`src/hw/rtl/spt_pkg.sv`:
```
// ----------------------------------------------------------------------------
// spt_pkg
// Shared types and constants for the sweep position tracker.
// ----------------------------------------------------------------------------
package spt_pkg;

  // default sizes
  localparam int SAMPLE_BITS_DEF   = 16;
  localparam int POSITION_BITS_DEF = 32;

  // reset values of state and registers
  localparam int WIDTH_RESET = 2000000;
  localparam logic [15:0] LEAD_RESET = 16'd11565;
  localparam logic [15:0] GAIN_RESET = 16'd55706;
  localparam logic [16:0] OVER_RESET = 17'd77101;

  // configuration port
  localparam int CFG_IDX_BITS  = 2;
  localparam int CFG_DATA_BITS = 17;
  localparam logic [CFG_IDX_BITS-1:0] CFG_LEAD = 2'd0;
  localparam logic [CFG_IDX_BITS-1:0] CFG_GAIN = 2'd1;
  localparam logic [CFG_IDX_BITS-1:0] CFG_OVER = 2'd2;

  // fixed-point scaling
  localparam int FACTOR_BITS = 17;
  localparam int FRAC_SHIFT  = 16;
  localparam int CHUNK_BITS  = 16;

  // normalized output, Q2.14
  localparam int OUT_BITS  = 16;
  localparam int NORM_FRAC = 14;
  localparam int QUOT_BITS = 17;
  localparam int PRE_SHIFT = QUOT_BITS - NORM_FRAC;
  localparam logic [QUOT_BITS-1:0] QUOT_POS_MAX = 17'd32767;
  localparam logic [QUOT_BITS-1:0] QUOT_NEG_MAX = 17'd32768;
  localparam logic [OUT_BITS-1:0]  NORM_MAX     = 16'h7FFF;
  localparam logic [OUT_BITS-1:0]  NORM_MIN     = 16'h8000;

  // turn codes
  localparam logic [1:0] TURN_NONE = 2'd0;
  localparam logic [1:0] TURN_UP   = 2'd1;
  localparam logic [1:0] TURN_DOWN = 2'd2;

  // multiplier operand selection
  typedef enum logic [1:0] {
    MUL_LEAD = 2'd0,
    MUL_GAIN = 2'd1,
    MUL_OVER = 2'd2
  } mul_sel_e;

  // controller to datapath
  typedef struct packed {
    logic     load_sample;
    logic     upd_pos;
    logic     mul_start;
    mul_sel_e mul_sel;
    logic     apply_lead;
    logic     apply_gain;
    logic     apply_over;
    logic     div_start;
    logic     out_load;
  } ctrl_cmd_t;

  // datapath to controller
  typedef struct packed {
    logic turn_up;
    logic turn_down;
    logic mul_done;
    logic div_done;
  } dp_status_t;

endpackage

```
`src/hw/rtl/spt_mul.sv`:
```
// ----------------------------------------------------------------------------
// spt_mul
// Serial fixed-point scaler: (mag * factor + 2^15) >> 16, one 16-bit slice
// of the magnitude per cycle, most significant slice first.
// ----------------------------------------------------------------------------
module spt_mul #(
  parameter int MAG_BITS = spt_pkg::POSITION_BITS_DEF
) (
  input  logic                             clk_i,
  input  logic                             rst_ni,
  input  logic                             start_i,
  input  logic [MAG_BITS-1:0]              mag_i,
  input  logic [spt_pkg::FACTOR_BITS-1:0]  factor_i,
  output logic                             done_o,
  output logic [MAG_BITS:0]                result_o
);

  localparam int CH   = spt_pkg::CHUNK_BITS;
  localparam int FB   = spt_pkg::FACTOR_BITS;
  localparam int NCH  = (MAG_BITS + CH - 1) / CH;
  localparam int PAD  = NCH * CH;
  localparam int ACC  = PAD + FB;
  localparam int CW   = $clog2(NCH + 1);
  localparam int PB   = CH + FB;

  logic [PAD-1:0] mag_q;
  logic [FB-1:0]  f_q;
  logic [ACC-1:0] acc_q;
  logic [CW-1:0]  cnt_q;
  logic           busy_q;
  logic           done_q;
  logic [PB-1:0]  prod;
  logic [ACC:0]   rnd;

  // one slice product per cycle
  assign prod = PB'(mag_q[PAD-1 -: CH]) * PB'(f_q);

  // round half up on the final sum
  assign rnd      = {1'b0, acc_q} + (ACC + 1)'(2 ** (spt_pkg::FRAC_SHIFT - 1));
  assign result_o = rnd[spt_pkg::FRAC_SHIFT +: MAG_BITS + 1];
  assign done_o   = done_q;

  // sequencing
  always_ff @(posedge clk_i or negedge rst_ni) begin
    if (!rst_ni) begin
      busy_q <= 1'b0;
      done_q <= 1'b0;
      cnt_q  <= '0;
    end else begin
      done_q <= 1'b0;
      if (start_i) begin
        busy_q <= 1'b1;
        cnt_q  <= '0;
      end else if (busy_q) begin
        cnt_q <= cnt_q + 1'b1;
        if (cnt_q == CW'(NCH - 1)) begin
          busy_q <= 1'b0;
          done_q <= 1'b1;
        end
      end
    end
  end

  // operand and accumulator registers
  always_ff @(posedge clk_i) begin
    if (start_i) begin
      mag_q <= PAD'(mag_i);
      f_q   <= factor_i;
      acc_q <= '0;
    end else if (busy_q) begin
      mag_q <= mag_q << CH;
      acc_q <= (acc_q << CH) + ACC'(prod);
    end
  end

endmodule

```
`src/hw/rtl/spt_div.sv`:
```
// ----------------------------------------------------------------------------
// spt_div
// Restoring divider for (mag << 14) / den, one quotient bit per cycle,
// with a flag when the quotient would not fit in 17 bits.
// ----------------------------------------------------------------------------
module spt_div #(
  parameter int DEN_BITS = spt_pkg::POSITION_BITS_DEF - 1
) (
  input  logic                           clk_i,
  input  logic                           rst_ni,
  input  logic                           start_i,
  input  logic [DEN_BITS:0]              mag_i,
  input  logic [DEN_BITS-1:0]            den_i,
  output logic                           done_o,
  output logic                           ovf_o,
  output logic [spt_pkg::QUOT_BITS-1:0]  quot_o
);

  localparam int QB  = spt_pkg::QUOT_BITS;
  localparam int PRE = spt_pkg::PRE_SHIFT;
  localparam int NF  = spt_pkg::NORM_FRAC;
  localparam int CW  = $clog2(QB + 1);
  localparam int OW  = DEN_BITS + PRE + 1;

  logic [DEN_BITS-1:0] rem_q;
  logic [DEN_BITS-1:0] den_q;
  logic [QB-1:0]       dq_q;
  logic [CW-1:0]       cnt_q;
  logic                busy_q;
  logic                done_q;
  logic                ovf_q;
  logic [DEN_BITS:0]   trial;
  logic                ge;

  // quotient of 2^17 or more
  logic ovf_now;
  assign ovf_now = OW'(mag_i) >= OW'({den_i, {PRE{1'b0}}});

  // trial subtract
  assign trial = {rem_q, dq_q[QB-1]};
  assign ge    = trial >= {1'b0, den_q};

  assign done_o = done_q;
  assign ovf_o  = ovf_q;
  assign quot_o = dq_q;

  // sequencing
  always_ff @(posedge clk_i or negedge rst_ni) begin
    if (!rst_ni) begin
      busy_q <= 1'b0;
      done_q <= 1'b0;
      cnt_q  <= '0;
    end else begin
      done_q <= 1'b0;
      if (start_i) begin
        busy_q <= 1'b1;
        cnt_q  <= '0;
      end else if (busy_q) begin
        cnt_q <= cnt_q + 1'b1;
        if (cnt_q == CW'(QB - 1)) begin
          busy_q <= 1'b0;
          done_q <= 1'b1;
        end
      end
    end
  end

  // remainder and quotient shift register
  always_ff @(posedge clk_i) begin
    if (start_i) begin
      rem_q <= DEN_BITS'(mag_i >> PRE);
      dq_q  <= {mag_i[PRE-1:0], {NF{1'b0}}};
      den_q <= den_i;
      ovf_q <= ovf_now;
    end else if (busy_q) begin
      rem_q <= ge ? DEN_BITS'(trial - {1'b0, den_q}) : DEN_BITS'(trial);
      dq_q  <= {dq_q[QB-2:0], ge};
    end
  end

endmodule

```
`src/hw/rtl/spt_datapath.sv`:
```
// ----------------------------------------------------------------------------
// spt_datapath
// Position, width and direction state, configuration registers, the shared
// scaler, the divider and the result register.
// ----------------------------------------------------------------------------
module spt_datapath #(
  parameter int SAMPLE_BITS   = spt_pkg::SAMPLE_BITS_DEF,
  parameter int POSITION_BITS = spt_pkg::POSITION_BITS_DEF
) (
  input  logic                              clk_i,
  input  logic                              rst_ni,
  input  spt_pkg::ctrl_cmd_t                cmd_i,
  output spt_pkg::dp_status_t               status_o,
  input  logic                              cfg_we_i,
  input  logic [spt_pkg::CFG_IDX_BITS-1:0]  cfg_index_i,
  input  logic [spt_pkg::CFG_DATA_BITS-1:0] cfg_data_i,
  input  logic signed [SAMPLE_BITS-1:0]     sample_i,
  output logic signed [spt_pkg::OUT_BITS-1:0] norm_o,
  output logic                              dir_o,
  output logic [1:0]                        turn_o
);

  localparam int P  = POSITION_BITS;
  localparam int W  = POSITION_BITS - 1;
  localparam int S  = SAMPLE_BITS;
  localparam int FB = spt_pkg::FACTOR_BITS;
  localparam int QB = spt_pkg::QUOT_BITS;
  localparam int OB = spt_pkg::OUT_BITS;

  localparam logic [P-1:0] POS_MAX = {1'b0, {(P - 1){1'b1}}};
  localparam logic [P-1:0] POS_MIN = {1'b1, {(P - 1){1'b0}}};

  logic [15:0]    lead_q;
  logic [15:0]    gain_q;
  logic [FB-1:0]  over_q;
  logic [S-1:0]   sample_q;
  logic           dir_q;
  logic [P-1:0]   pos_q;
  logic [W-1:0]   width_q;
  logic [1:0]     turn_q;
  logic [OB-1:0]  norm_q;
  logic           out_dir_q;
  logic [1:0]     out_turn_q;

  logic           samp_neg;
  logic           samp_pos;
  logic [P:0]     diff;
  logic [P-1:0]   pos_sat;
  logic [P-1:0]   pos_mag;
  logic [P-1:0]   mul_mag;
  logic [FB-1:0]  mul_f;
  logic           mul_done;
  logic [P:0]     mul_res;
  logic [P:0]     scaled;
  logic [P:0]     sum;
  logic [W-1:0]   width_new;
  logic           div_done;
  logic           div_ovf;
  logic [QB-1:0]  quot;
  logic [OB-1:0]  norm_new;

  // turn detection on the held sample
  assign samp_neg = sample_q[S-1];
  assign samp_pos = !sample_q[S-1] && (|sample_q);

  assign status_o.turn_up   = samp_neg && !dir_q;
  assign status_o.turn_down = samp_pos && dir_q;
  assign status_o.mul_done  = mul_done;
  assign status_o.div_done  = div_done;

  // integrate and saturate
  assign diff    = {pos_q[P-1], pos_q} - {{(P + 1 - S){sample_q[S-1]}}, sample_q};
  assign pos_sat = (diff[P] != diff[P-1]) ? (diff[P] ? POS_MIN : POS_MAX) : diff[P-1:0];

  assign pos_mag = pos_q[P-1] ? P'(0) - pos_q : pos_q;

  // scaler operand selection
  always_comb begin
    case (cmd_i.mul_sel)
      spt_pkg::MUL_LEAD: begin
        mul_mag = {1'b0, width_q};
        mul_f   = {1'b0, lead_q};
      end
      spt_pkg::MUL_GAIN: begin
        mul_mag = pos_mag;
        mul_f   = {1'b0, gain_q};
      end
      spt_pkg::MUL_OVER: begin
        mul_mag = {1'b0, width_q};
        mul_f   = over_q;
      end
      default: begin
        mul_mag = '0;
        mul_f   = '0;
      end
    endcase
  end

  spt_mul #(
    .MAG_BITS (P)
  ) u_mul (
    .clk_i    (clk_i),
    .rst_ni   (rst_ni),
    .start_i  (cmd_i.mul_start),
    .mag_i    (mul_mag),
    .factor_i (mul_f),
    .done_o   (mul_done),
    .result_o (mul_res)
  );

  // width re-estimate: (width + gain * position) / 2, floored, at least 1
  assign scaled    = pos_q[P-1] ? (P + 1)'(0) - mul_res : mul_res;
  assign sum       = {2'b00, width_q} + scaled;
  assign width_new = (sum[P] || (sum[P:1] == '0)) ? W'(1) : sum[P-1:1];

  spt_div #(
    .DEN_BITS (W)
  ) u_div (
    .clk_i   (clk_i),
    .rst_ni  (rst_ni),
    .start_i (cmd_i.div_start),
    .mag_i   (pos_mag),
    .den_i   (width_q),
    .done_o  (div_done),
    .ovf_o   (div_ovf),
    .quot_o  (quot)
  );

  // signed, saturated Q2.14 result
  always_comb begin
    if (pos_q[P-1]) begin
      norm_new = (div_ovf || quot > spt_pkg::QUOT_NEG_MAX) ? spt_pkg::NORM_MIN
                                                            : OB'(0) - quot[OB-1:0];
    end else begin
      norm_new = (div_ovf || quot > spt_pkg::QUOT_POS_MAX) ? spt_pkg::NORM_MAX
                                                            : quot[OB-1:0];
    end
  end

  // configuration registers
  always_ff @(posedge clk_i or negedge rst_ni) begin
    if (!rst_ni) begin
      lead_q <= spt_pkg::LEAD_RESET;
      gain_q <= spt_pkg::GAIN_RESET;
      over_q <= spt_pkg::OVER_RESET;
    end else if (cfg_we_i) begin
      case (cfg_index_i)
        spt_pkg::CFG_LEAD: lead_q <= cfg_data_i[15:0];
        spt_pkg::CFG_GAIN: gain_q <= cfg_data_i[15:0];
        spt_pkg::CFG_OVER: over_q <= cfg_data_i;
        default: ;
      endcase
    end
  end

  // tracker state
  always_ff @(posedge clk_i or negedge rst_ni) begin
    if (!rst_ni) begin
      dir_q   <= 1'b1;
      pos_q   <= '0;
      width_q <= W'(spt_pkg::WIDTH_RESET);
      turn_q  <= spt_pkg::TURN_NONE;
    end else begin
      if (cmd_i.upd_pos) begin
        pos_q <= pos_sat;
        if (status_o.turn_up) begin
          dir_q  <= 1'b1;
          turn_q <= spt_pkg::TURN_UP;
        end else if (status_o.turn_down) begin
          dir_q  <= 1'b0;
          turn_q <= spt_pkg::TURN_DOWN;
        end else begin
          turn_q <= spt_pkg::TURN_NONE;
        end
      end
      if (cmd_i.apply_lead) begin
        pos_q <= P'(0) - mul_res[P-1:0];
      end
      if (cmd_i.apply_gain) begin
        width_q <= width_new;
      end
      if (cmd_i.apply_over) begin
        pos_q <= (mul_res[P] || mul_res[P-1]) ? POS_MAX : mul_res[P-1:0];
      end
    end
  end

  // sample hold and result register
  always_ff @(posedge clk_i) begin
    if (cmd_i.load_sample) begin
      sample_q <= sample_i;
    end
    if (cmd_i.out_load) begin
      norm_q     <= norm_new;
      out_dir_q  <= dir_q;
      out_turn_q <= turn_q;
    end
  end

  assign norm_o = norm_q;
  assign dir_o  = out_dir_q;
  assign turn_o = out_turn_q;

endmodule

```
`src/hw/rtl/spt_ctrl.sv`:
```
// ----------------------------------------------------------------------------
// spt_ctrl
// Sequencer for one sample: integrate, turn handling through the shared
// scaler, divide, then hand the result to the output register.
// ----------------------------------------------------------------------------
module spt_ctrl (
  input  logic                clk_i,
  input  logic                rst_ni,
  input  logic                in_valid_i,
  input  logic                in_active_i,
  output logic                in_stall_o,
  output logic                out_valid_o,
  input  logic                out_stall_i,
  input  spt_pkg::dp_status_t status_i,
  output spt_pkg::ctrl_cmd_t  cmd_o
);

  typedef enum logic [10:0] {
    ST_IDLE       = 11'b000_0000_0001,
    ST_UPDATE     = 11'b000_0000_0010,
    ST_LEAD_WAIT  = 11'b000_0000_0100,
    ST_GAIN_START = 11'b000_0000_1000,
    ST_GAIN_WAIT  = 11'b000_0001_0000,
    ST_OVER_START = 11'b000_0010_0000,
    ST_OVER_WAIT  = 11'b000_0100_0000,
    ST_DIV_START  = 11'b000_1000_0000,
    ST_DIV_WAIT   = 11'b001_0000_0000,
    ST_FINISH     = 11'b010_0000_0000,
    ST_SPARE      = 11'b100_0000_0000
  } state_e;

  state_e state_q;
  state_e state_d;
  logic   out_valid_q;
  logic   out_free;

  assign in_stall_o  = (state_q != ST_IDLE);
  assign out_valid_o = out_valid_q;
  assign out_free    = !out_valid_q || !out_stall_i;

  // next state and commands
  always_comb begin
    state_d       = state_q;
    cmd_o         = '0;
    cmd_o.mul_sel = spt_pkg::MUL_LEAD;
    case (state_q)
      ST_IDLE: begin
        if (in_valid_i && in_active_i) begin
          cmd_o.load_sample = 1'b1;
          state_d           = ST_UPDATE;
        end
      end
      ST_UPDATE: begin
        cmd_o.upd_pos = 1'b1;
        if (status_i.turn_up) begin
          cmd_o.mul_start = 1'b1;
          cmd_o.mul_sel   = spt_pkg::MUL_LEAD;
          state_d         = ST_LEAD_WAIT;
        end else if (status_i.turn_down) begin
          state_d = ST_GAIN_START;
        end else begin
          state_d = ST_DIV_START;
        end
      end
      ST_LEAD_WAIT: begin
        if (status_i.mul_done) begin
          cmd_o.apply_lead = 1'b1;
          state_d          = ST_DIV_START;
        end
      end
      ST_GAIN_START: begin
        cmd_o.mul_start = 1'b1;
        cmd_o.mul_sel   = spt_pkg::MUL_GAIN;
        state_d         = ST_GAIN_WAIT;
      end
      ST_GAIN_WAIT: begin
        if (status_i.mul_done) begin
          cmd_o.apply_gain = 1'b1;
          state_d          = ST_OVER_START;
        end
      end
      ST_OVER_START: begin
        cmd_o.mul_start = 1'b1;
        cmd_o.mul_sel   = spt_pkg::MUL_OVER;
        state_d         = ST_OVER_WAIT;
      end
      ST_OVER_WAIT: begin
        if (status_i.mul_done) begin
          cmd_o.apply_over = 1'b1;
          state_d          = ST_DIV_START;
        end
      end
      ST_DIV_START: begin
        cmd_o.div_start = 1'b1;
        state_d         = ST_DIV_WAIT;
      end
      ST_DIV_WAIT: begin
        if (status_i.div_done) begin
          state_d = ST_FINISH;
        end
      end
      ST_FINISH: begin
        if (out_free) begin
          cmd_o.out_load = 1'b1;
          state_d        = ST_IDLE;
        end
      end
      default: begin
        state_d = ST_IDLE;
      end
    endcase
  end

  // state and output valid
  always_ff @(posedge clk_i or negedge rst_ni) begin
    if (!rst_ni) begin
      state_q     <= ST_IDLE;
      out_valid_q <= 1'b0;
    end else begin
      state_q <= state_d;
      if (cmd_o.out_load) begin
        out_valid_q <= 1'b1;
      end else if (!out_stall_i) begin
        out_valid_q <= 1'b0;
      end
    end
  end

endmodule

```
`src/hw/rtl/sweep_position_tracker.sv`:
```
// ----------------------------------------------------------------------------
// sweep_position_tracker
// Integrates gyro rate samples into a sweep position and reports the
// position normalized to the estimated sweep width.
// ----------------------------------------------------------------------------
// Usage:
//   Input channel (in_valid_i / in_stall_o) carries rate_sample_i and
//   active_i. A transfer with active_i low is dropped with no result;
//   with active_i high it yields exactly one result on the output channel
//   (out_valid_o / out_stall_i): norm_position_o, sweep_dir_o, turn_event_o.
//   The time from input transfer to out_valid_o grows on a turn to
//   direction 1 and more on a turn to direction 0. The 17-step restoring
//   divider sets most of it for a 32-bit position; each scaling by a
//   register works through the operand in 16-bit slices.
//   One sample is in work at a time; the next is taken the cycle after the
//   result enters the output register. A stalled result sits in the
//   output register while the next sample is worked on; that sample waits
//   for it before it is loaded.
//   The configuration channel (cfg_valid_i / cfg_ready_o) is always ready.
//   Reset sets direction 1, position 0, width 2000000 and register defaults.
// ----------------------------------------------------------------------------
module sweep_position_tracker #(
  parameter int SAMPLE_BITS   = spt_pkg::SAMPLE_BITS_DEF,
  parameter int POSITION_BITS = spt_pkg::POSITION_BITS_DEF
) (
  input  logic                                clk_i,
  input  logic                                rst_ni,
  input  logic                                in_valid_i,
  output logic                                in_stall_o,
  input  logic signed [SAMPLE_BITS-1:0]       rate_sample_i,
  input  logic                                active_i,
  output logic                                out_valid_o,
  input  logic                                out_stall_i,
  output logic signed [spt_pkg::OUT_BITS-1:0] norm_position_o,
  output logic                                sweep_dir_o,
  output logic [1:0]                          turn_event_o,
  input  logic                                cfg_valid_i,
  output logic                                cfg_ready_o,
  input  logic [spt_pkg::CFG_IDX_BITS-1:0]    cfg_index_i,
  input  logic [spt_pkg::CFG_DATA_BITS-1:0]   cfg_data_i
);

  spt_pkg::ctrl_cmd_t  cmd;
  spt_pkg::dp_status_t status;
  logic                cfg_we;

  // configuration transfers are taken at once
  assign cfg_ready_o = 1'b1;
  assign cfg_we      = cfg_valid_i && cfg_ready_o;

  spt_ctrl u_ctrl (
    .clk_i       (clk_i),
    .rst_ni      (rst_ni),
    .in_valid_i  (in_valid_i),
    .in_active_i (active_i),
    .in_stall_o  (in_stall_o),
    .out_valid_o (out_valid_o),
    .out_stall_i (out_stall_i),
    .status_i    (status),
    .cmd_o       (cmd)
  );

  spt_datapath #(
    .SAMPLE_BITS   (SAMPLE_BITS),
    .POSITION_BITS (POSITION_BITS)
  ) u_datapath (
    .clk_i       (clk_i),
    .rst_ni      (rst_ni),
    .cmd_i       (cmd),
    .status_o    (status),
    .cfg_we_i    (cfg_we),
    .cfg_index_i (cfg_index_i),
    .cfg_data_i  (cfg_data_i),
    .sample_i    (rate_sample_i),
    .norm_o      (norm_position_o),
    .dir_o       (sweep_dir_o),
    .turn_o      (turn_event_o)
  );

  // an active sample keeps the input side busy on the next cycle
  a_busy_after_active: assert property (@(posedge clk_i) disable iff (!rst_ni)
    (in_valid_i && !in_stall_o && active_i) |=> in_stall_o)
    else $error("input taken again right after an active sample");

  // a reported turn agrees with the reported direction
  a_turn_dir: assert property (@(posedge clk_i) disable iff (!rst_ni)
    (out_valid_o && (turn_event_o == spt_pkg::TURN_UP || turn_event_o == spt_pkg::TURN_DOWN))
      |-> (sweep_dir_o == (turn_event_o == spt_pkg::TURN_UP)))
    else $error("turn event and sweep direction disagree");

  // after a turn to direction 1 the position is reloaded at or below zero
  a_lead_sign: assert property (@(posedge clk_i) disable iff (!rst_ni)
    (out_valid_o && turn_event_o == spt_pkg::TURN_UP)
      |-> (norm_position_o[spt_pkg::OUT_BITS-1] || norm_position_o == '0))
    else $error("positive position after turn to direction 1");

  // after a turn to direction 0 the position is reloaded at or above zero
  a_over_sign: assert property (@(posedge clk_i) disable iff (!rst_ni)
    (out_valid_o && turn_event_o == spt_pkg::TURN_DOWN)
      |-> !norm_position_o[spt_pkg::OUT_BITS-1])
    else $error("negative position after turn to direction 0");

endmodule
```
`config.mk`:
```
export PLATFORM = sky130hd
export DESIGN_NAME = sweep_position_tracker
export DESIGN_NICKNAME = d
export VERILOG_FILES = /design/src/hw/rtl/spt_pkg.sv /design/src/hw/rtl/spt_mul.sv /design/src/hw/rtl/spt_div.sv /design/src/hw/rtl/spt_datapath.sv /design/src/hw/rtl/spt_ctrl.sv /design/src/hw/rtl/sweep_position_tracker.sv
export SDC_FILE = /design/constraint.sdc
export NUM_CORES = 2
export LEC_CHECK = 0
export ABC_AREA = 0
export ABC_CLOCK_PERIOD_IN_PS = 19400
export BUFFER_PORTS_ARGS = -buffer_cell sky130_fd_sc_hd__buf_2
export CORE_ASPECT_RATIO = 1.75
export CORE_MARGIN = 3
export CORE_UTILIZATION = 38
export DETAILED_ROUTE_END_ITERATION = 16
export PLACE_DENSITY = 0.62
export SYNTH_ARGS = -nofsm -noshare
export SYNTH_HDL_FRONTEND = slang
export SYNTH_SLANG_ARGS = --single-unit
```
`constraint.sdc`:
```
create_clock -name clk_i -period 19.4 [get_ports clk_i]
set_clock_uncertainty 0.05 [all_clocks]
set_input_delay 0.97 -clock clk_i [delete_from_list [all_inputs] [get_ports clk_i]]
set_output_delay 0.97 -clock clk_i [all_outputs]
set_load 0.005 [all_outputs]
```
==> flow_summary.json <==
{
  "crit_path_start": "u_datapath.u_mul.f_q[5]$_DFFE_PP_",
  "drv_cap": 0,
  "track_usage": 0.230,
  "hold_violations": 0,
  "drt.antenna.violating_nets": 0,
  "slew_headroom": 0.211,
  "endpoint": "u_datapath.u_mul.acc_q[39]$_SDFFE_PP0P_",
  "crit_arrival_ps": 8590,
  "clkLatencyLatePin_ps": 580,
  "drt-vias-per-instance": 5.55,
  "drc": 0,
  "post-dp-hpwl_mm": 85.3,
  "critPathMostFrequentCell": "fa_1",
  "cts.path.max_buffers": 3,
  "critPathCaptureType": "flop",
  "synth.top_cells.by_count": "455 x inv_1, 430 x nand2_1, 251 x ha_1, 238 x nor2_1, 228 x fa_1",
  "port_buffers": 61,
  "first_iter_violations": 1405,
  "critical_path.slowest_cell": "o41ai_1",
  "vias": 27400,
  "drt_pass1_iterations": 5,
  "syn_to_final_growth_pct": 7.67,
  "place.gp.congestion": 1.00,
  "synth.area.top_cells": "fa_1 14%, edfxtp_1 13%, ha_1 9.4%, dfrtp_1 7.6%, inv_1 5.1%",
  "core_um2": 87100,
  "path_buf_inv": 4,
  "final_cells": 4927,
  "synthCells": 3770,
  "antenna_found_initial": 0,
  "rrSetupSlack_ps": 11250,
  "cts_setup_buffers": 0,
  "worst_setup_path_start_kind": "flop",
  "dp.cells": 4859,
  "die-area_um2": 91900,
  "syn_area_um2": 33500,
  "r2r_end": "u_datapath.u_mul.acc_q[39]$_SDFFE_PP0P_",
  "path_class": "flop to flop",
  "path_delay_family": "adder cells",
  "crit_required_ps": 19840,
  "yosysTopAreaCellShare": 0.136,
  "grt_pass1_vias": 28200,
  "fin_crit_ps": 8150,
  "rows": 143,
  "drive_gt1_frac": 0.0826,
  "worst_r2r_path_depth": 22,
  "ys.flop_type": "edfxtp_1",
  "postLayoutCoreUtil": 0.414,
  "cts_hold_buffers": 0,
  "synth-seq-area-share": 0.275,
  "cts_buffers": 37,
  "clk_pin_slew_ps": 70,
  "io_pins": 63,
  "cts_num_sinks": 350,
  "die_y_um": 399,
  "die_w_um": 230,
  "yosysTopAreaCell": "fa_1",
  "cts.htree.levels": 2,
  "hp-class": "input port to asynchronous set/reset pin",
  "wl_per_cell_um": 21.5,
  "grt_pass1_wl_mm": 163,
  "worst_slew_pin_slew_ps": 1180,
  "max_stage_delay_ps": 830,
  "fin_setup_tns_ps": 0,
  "routed_wl_mm": 106,
  "avgSynthCellArea_um2": 8.89,
  "ys_types": 102,
  "hold_ws_ps": 386,
  "path_cells": "and2_1 > fa_1 > inv_1 > fa_1 > fa_1 > fa_1 > inv_1 > fa_1 > inv_1 > fa_1 > inv_1 > ha_1 > a21o_1 > a221oi_1 > nand4_1 > a32o_1 > o41ai_1 > o21ai_0 > o41ai_1 > nor2_1 > xnor2_1 > a211oi_1",
  "synth_edf_count": 148,
  "start_util": 0.384,
  "final_nets": 4258,
  "async_flop_share": 0.391,
  "yosysMostFrequentCell": "inv_1",
  "tritoncts": "built",
  "rsz0062_at_grt": "no",
  "yosysWarnings": 0,
  "fmax_ghz": 0.123,
  "cts-root-buf": "clkbuf_16",
  "slew_violations": 0,
  "critPathMaxFanout": 16,
  "r2r_start": "u_datapath.u_mul.f_q[5]$_DFFE_PP_",
  "outcome": "completed",
  "synth_nets": 4290,
  "synth-seq-cells": 350,
  "overflow": 0,
  "setup_viol": 0,
  "grt_max_degree": 76,
  "period_share": 0.420,
  "cp.depth": 22,
  "ctsResizeCount": 0
}
[layout make-up]
class | count | area, um2
diodes | 1 | 2.50
clock buffers | 49 | 1080
clock inverters | 18 | 154
fillers | 8770 | 51100
inverters | 456 | 1710
multi-input cells | 2799 | 21900
flip-flops and latches | 350 | 9220
well taps | 1160 | 1450
repair buffers | 94 | 559
[flip-flops by register name, summed over array words and instances (netlist names), 2 cells and up]
signal                   flops
u_datapath.u_mul.acc_q      49
u_datapath.pos_q            32
u_datapath.u_mul.mag_q      32
u_datapath.u_div.den_q      31
u_datapath.u_div.rem_q      31
u_datapath.width_q          31
u_datapath.over_q           17
u_datapath.u_div.quot_o     17
u_datapath.u_mul.f_q        17
u_datapath.gain_q           16
u_datapath.lead_q           16
u_datapath.norm_o           16
u_datapath.sample_q         16
u_ctrl.state_q              10
u_datapath.u_div.cnt_q       5
u_datapath.turn_o            2
u_datapath.turn_q            2
u_datapath.u_mul.cnt_q       2
[through the flow]
step           cell area [um2]  setup slack [ps]
6_report                 36100             11250
3_5_place_dp             34800             11250
4_1_cts                  36100             11210
2_1_floorplan            33500             12460
3_3_place_gp             34800             11350
5_1_grt                  36100             10600
[worst min-delay path by stage]
stage | end | depth (start not counted)
global route | u_datapath.width_q[5]$_DFFE_PN0P_ | 1
detailed placement | u_datapath.turn_o[1]$_DFFE_PP_ | 0
finish | u_datapath.width_q[12]$_DFFE_PN0P_ | 1
CTS | u_datapath.width_q[12]$_DFFE_PN0P_ | 1
global placement | u_datapath.turn_o[1]$_DFFE_PP_ | 0
floorplan | u_datapath.turn_o[0]$_DFFE_PP_ | 0
[cells by family after synthesis]
group,synth area share
mux,0.0369
compound gates,0.148
fa+ha+maj,0.232
buf+inv,0.0724
other cells,0.000112
flops,0.275
simple gates,0.179
xor+xnor,0.0564
[cell usage in the layout, fill, tap and decap left out, types with 79 or more instances in the layout]
cell type    n
inv_1      454
nand2_1    430
ha_1       251
nor2_1     237
fa_1       228
o21ai_0    184
a21oi_1    173
edfxtp_1   148
and2_1     142
xnor2_1    135
dfrtp_1    100
nand3_1     82
xor2_1      79
[metal layers]
metal / wire length, um / part of all wire / track usage / vias up
li1: - / - / - / 12800
met1: 35700 / 0.34 / 0.223 / 13400
met2: 56200 / 0.53 / 0.436 / 743
met3: 3470 / 0.033 / 0.0224 / 332
met4: 10500 / 0.099 / 0.189 / 0
met5: 0 / 0 / 0 / -
Power is left out: the tool's default activity adds up to more than one toggle a clock period on the data nets, which glitch-free logic cannot reach.
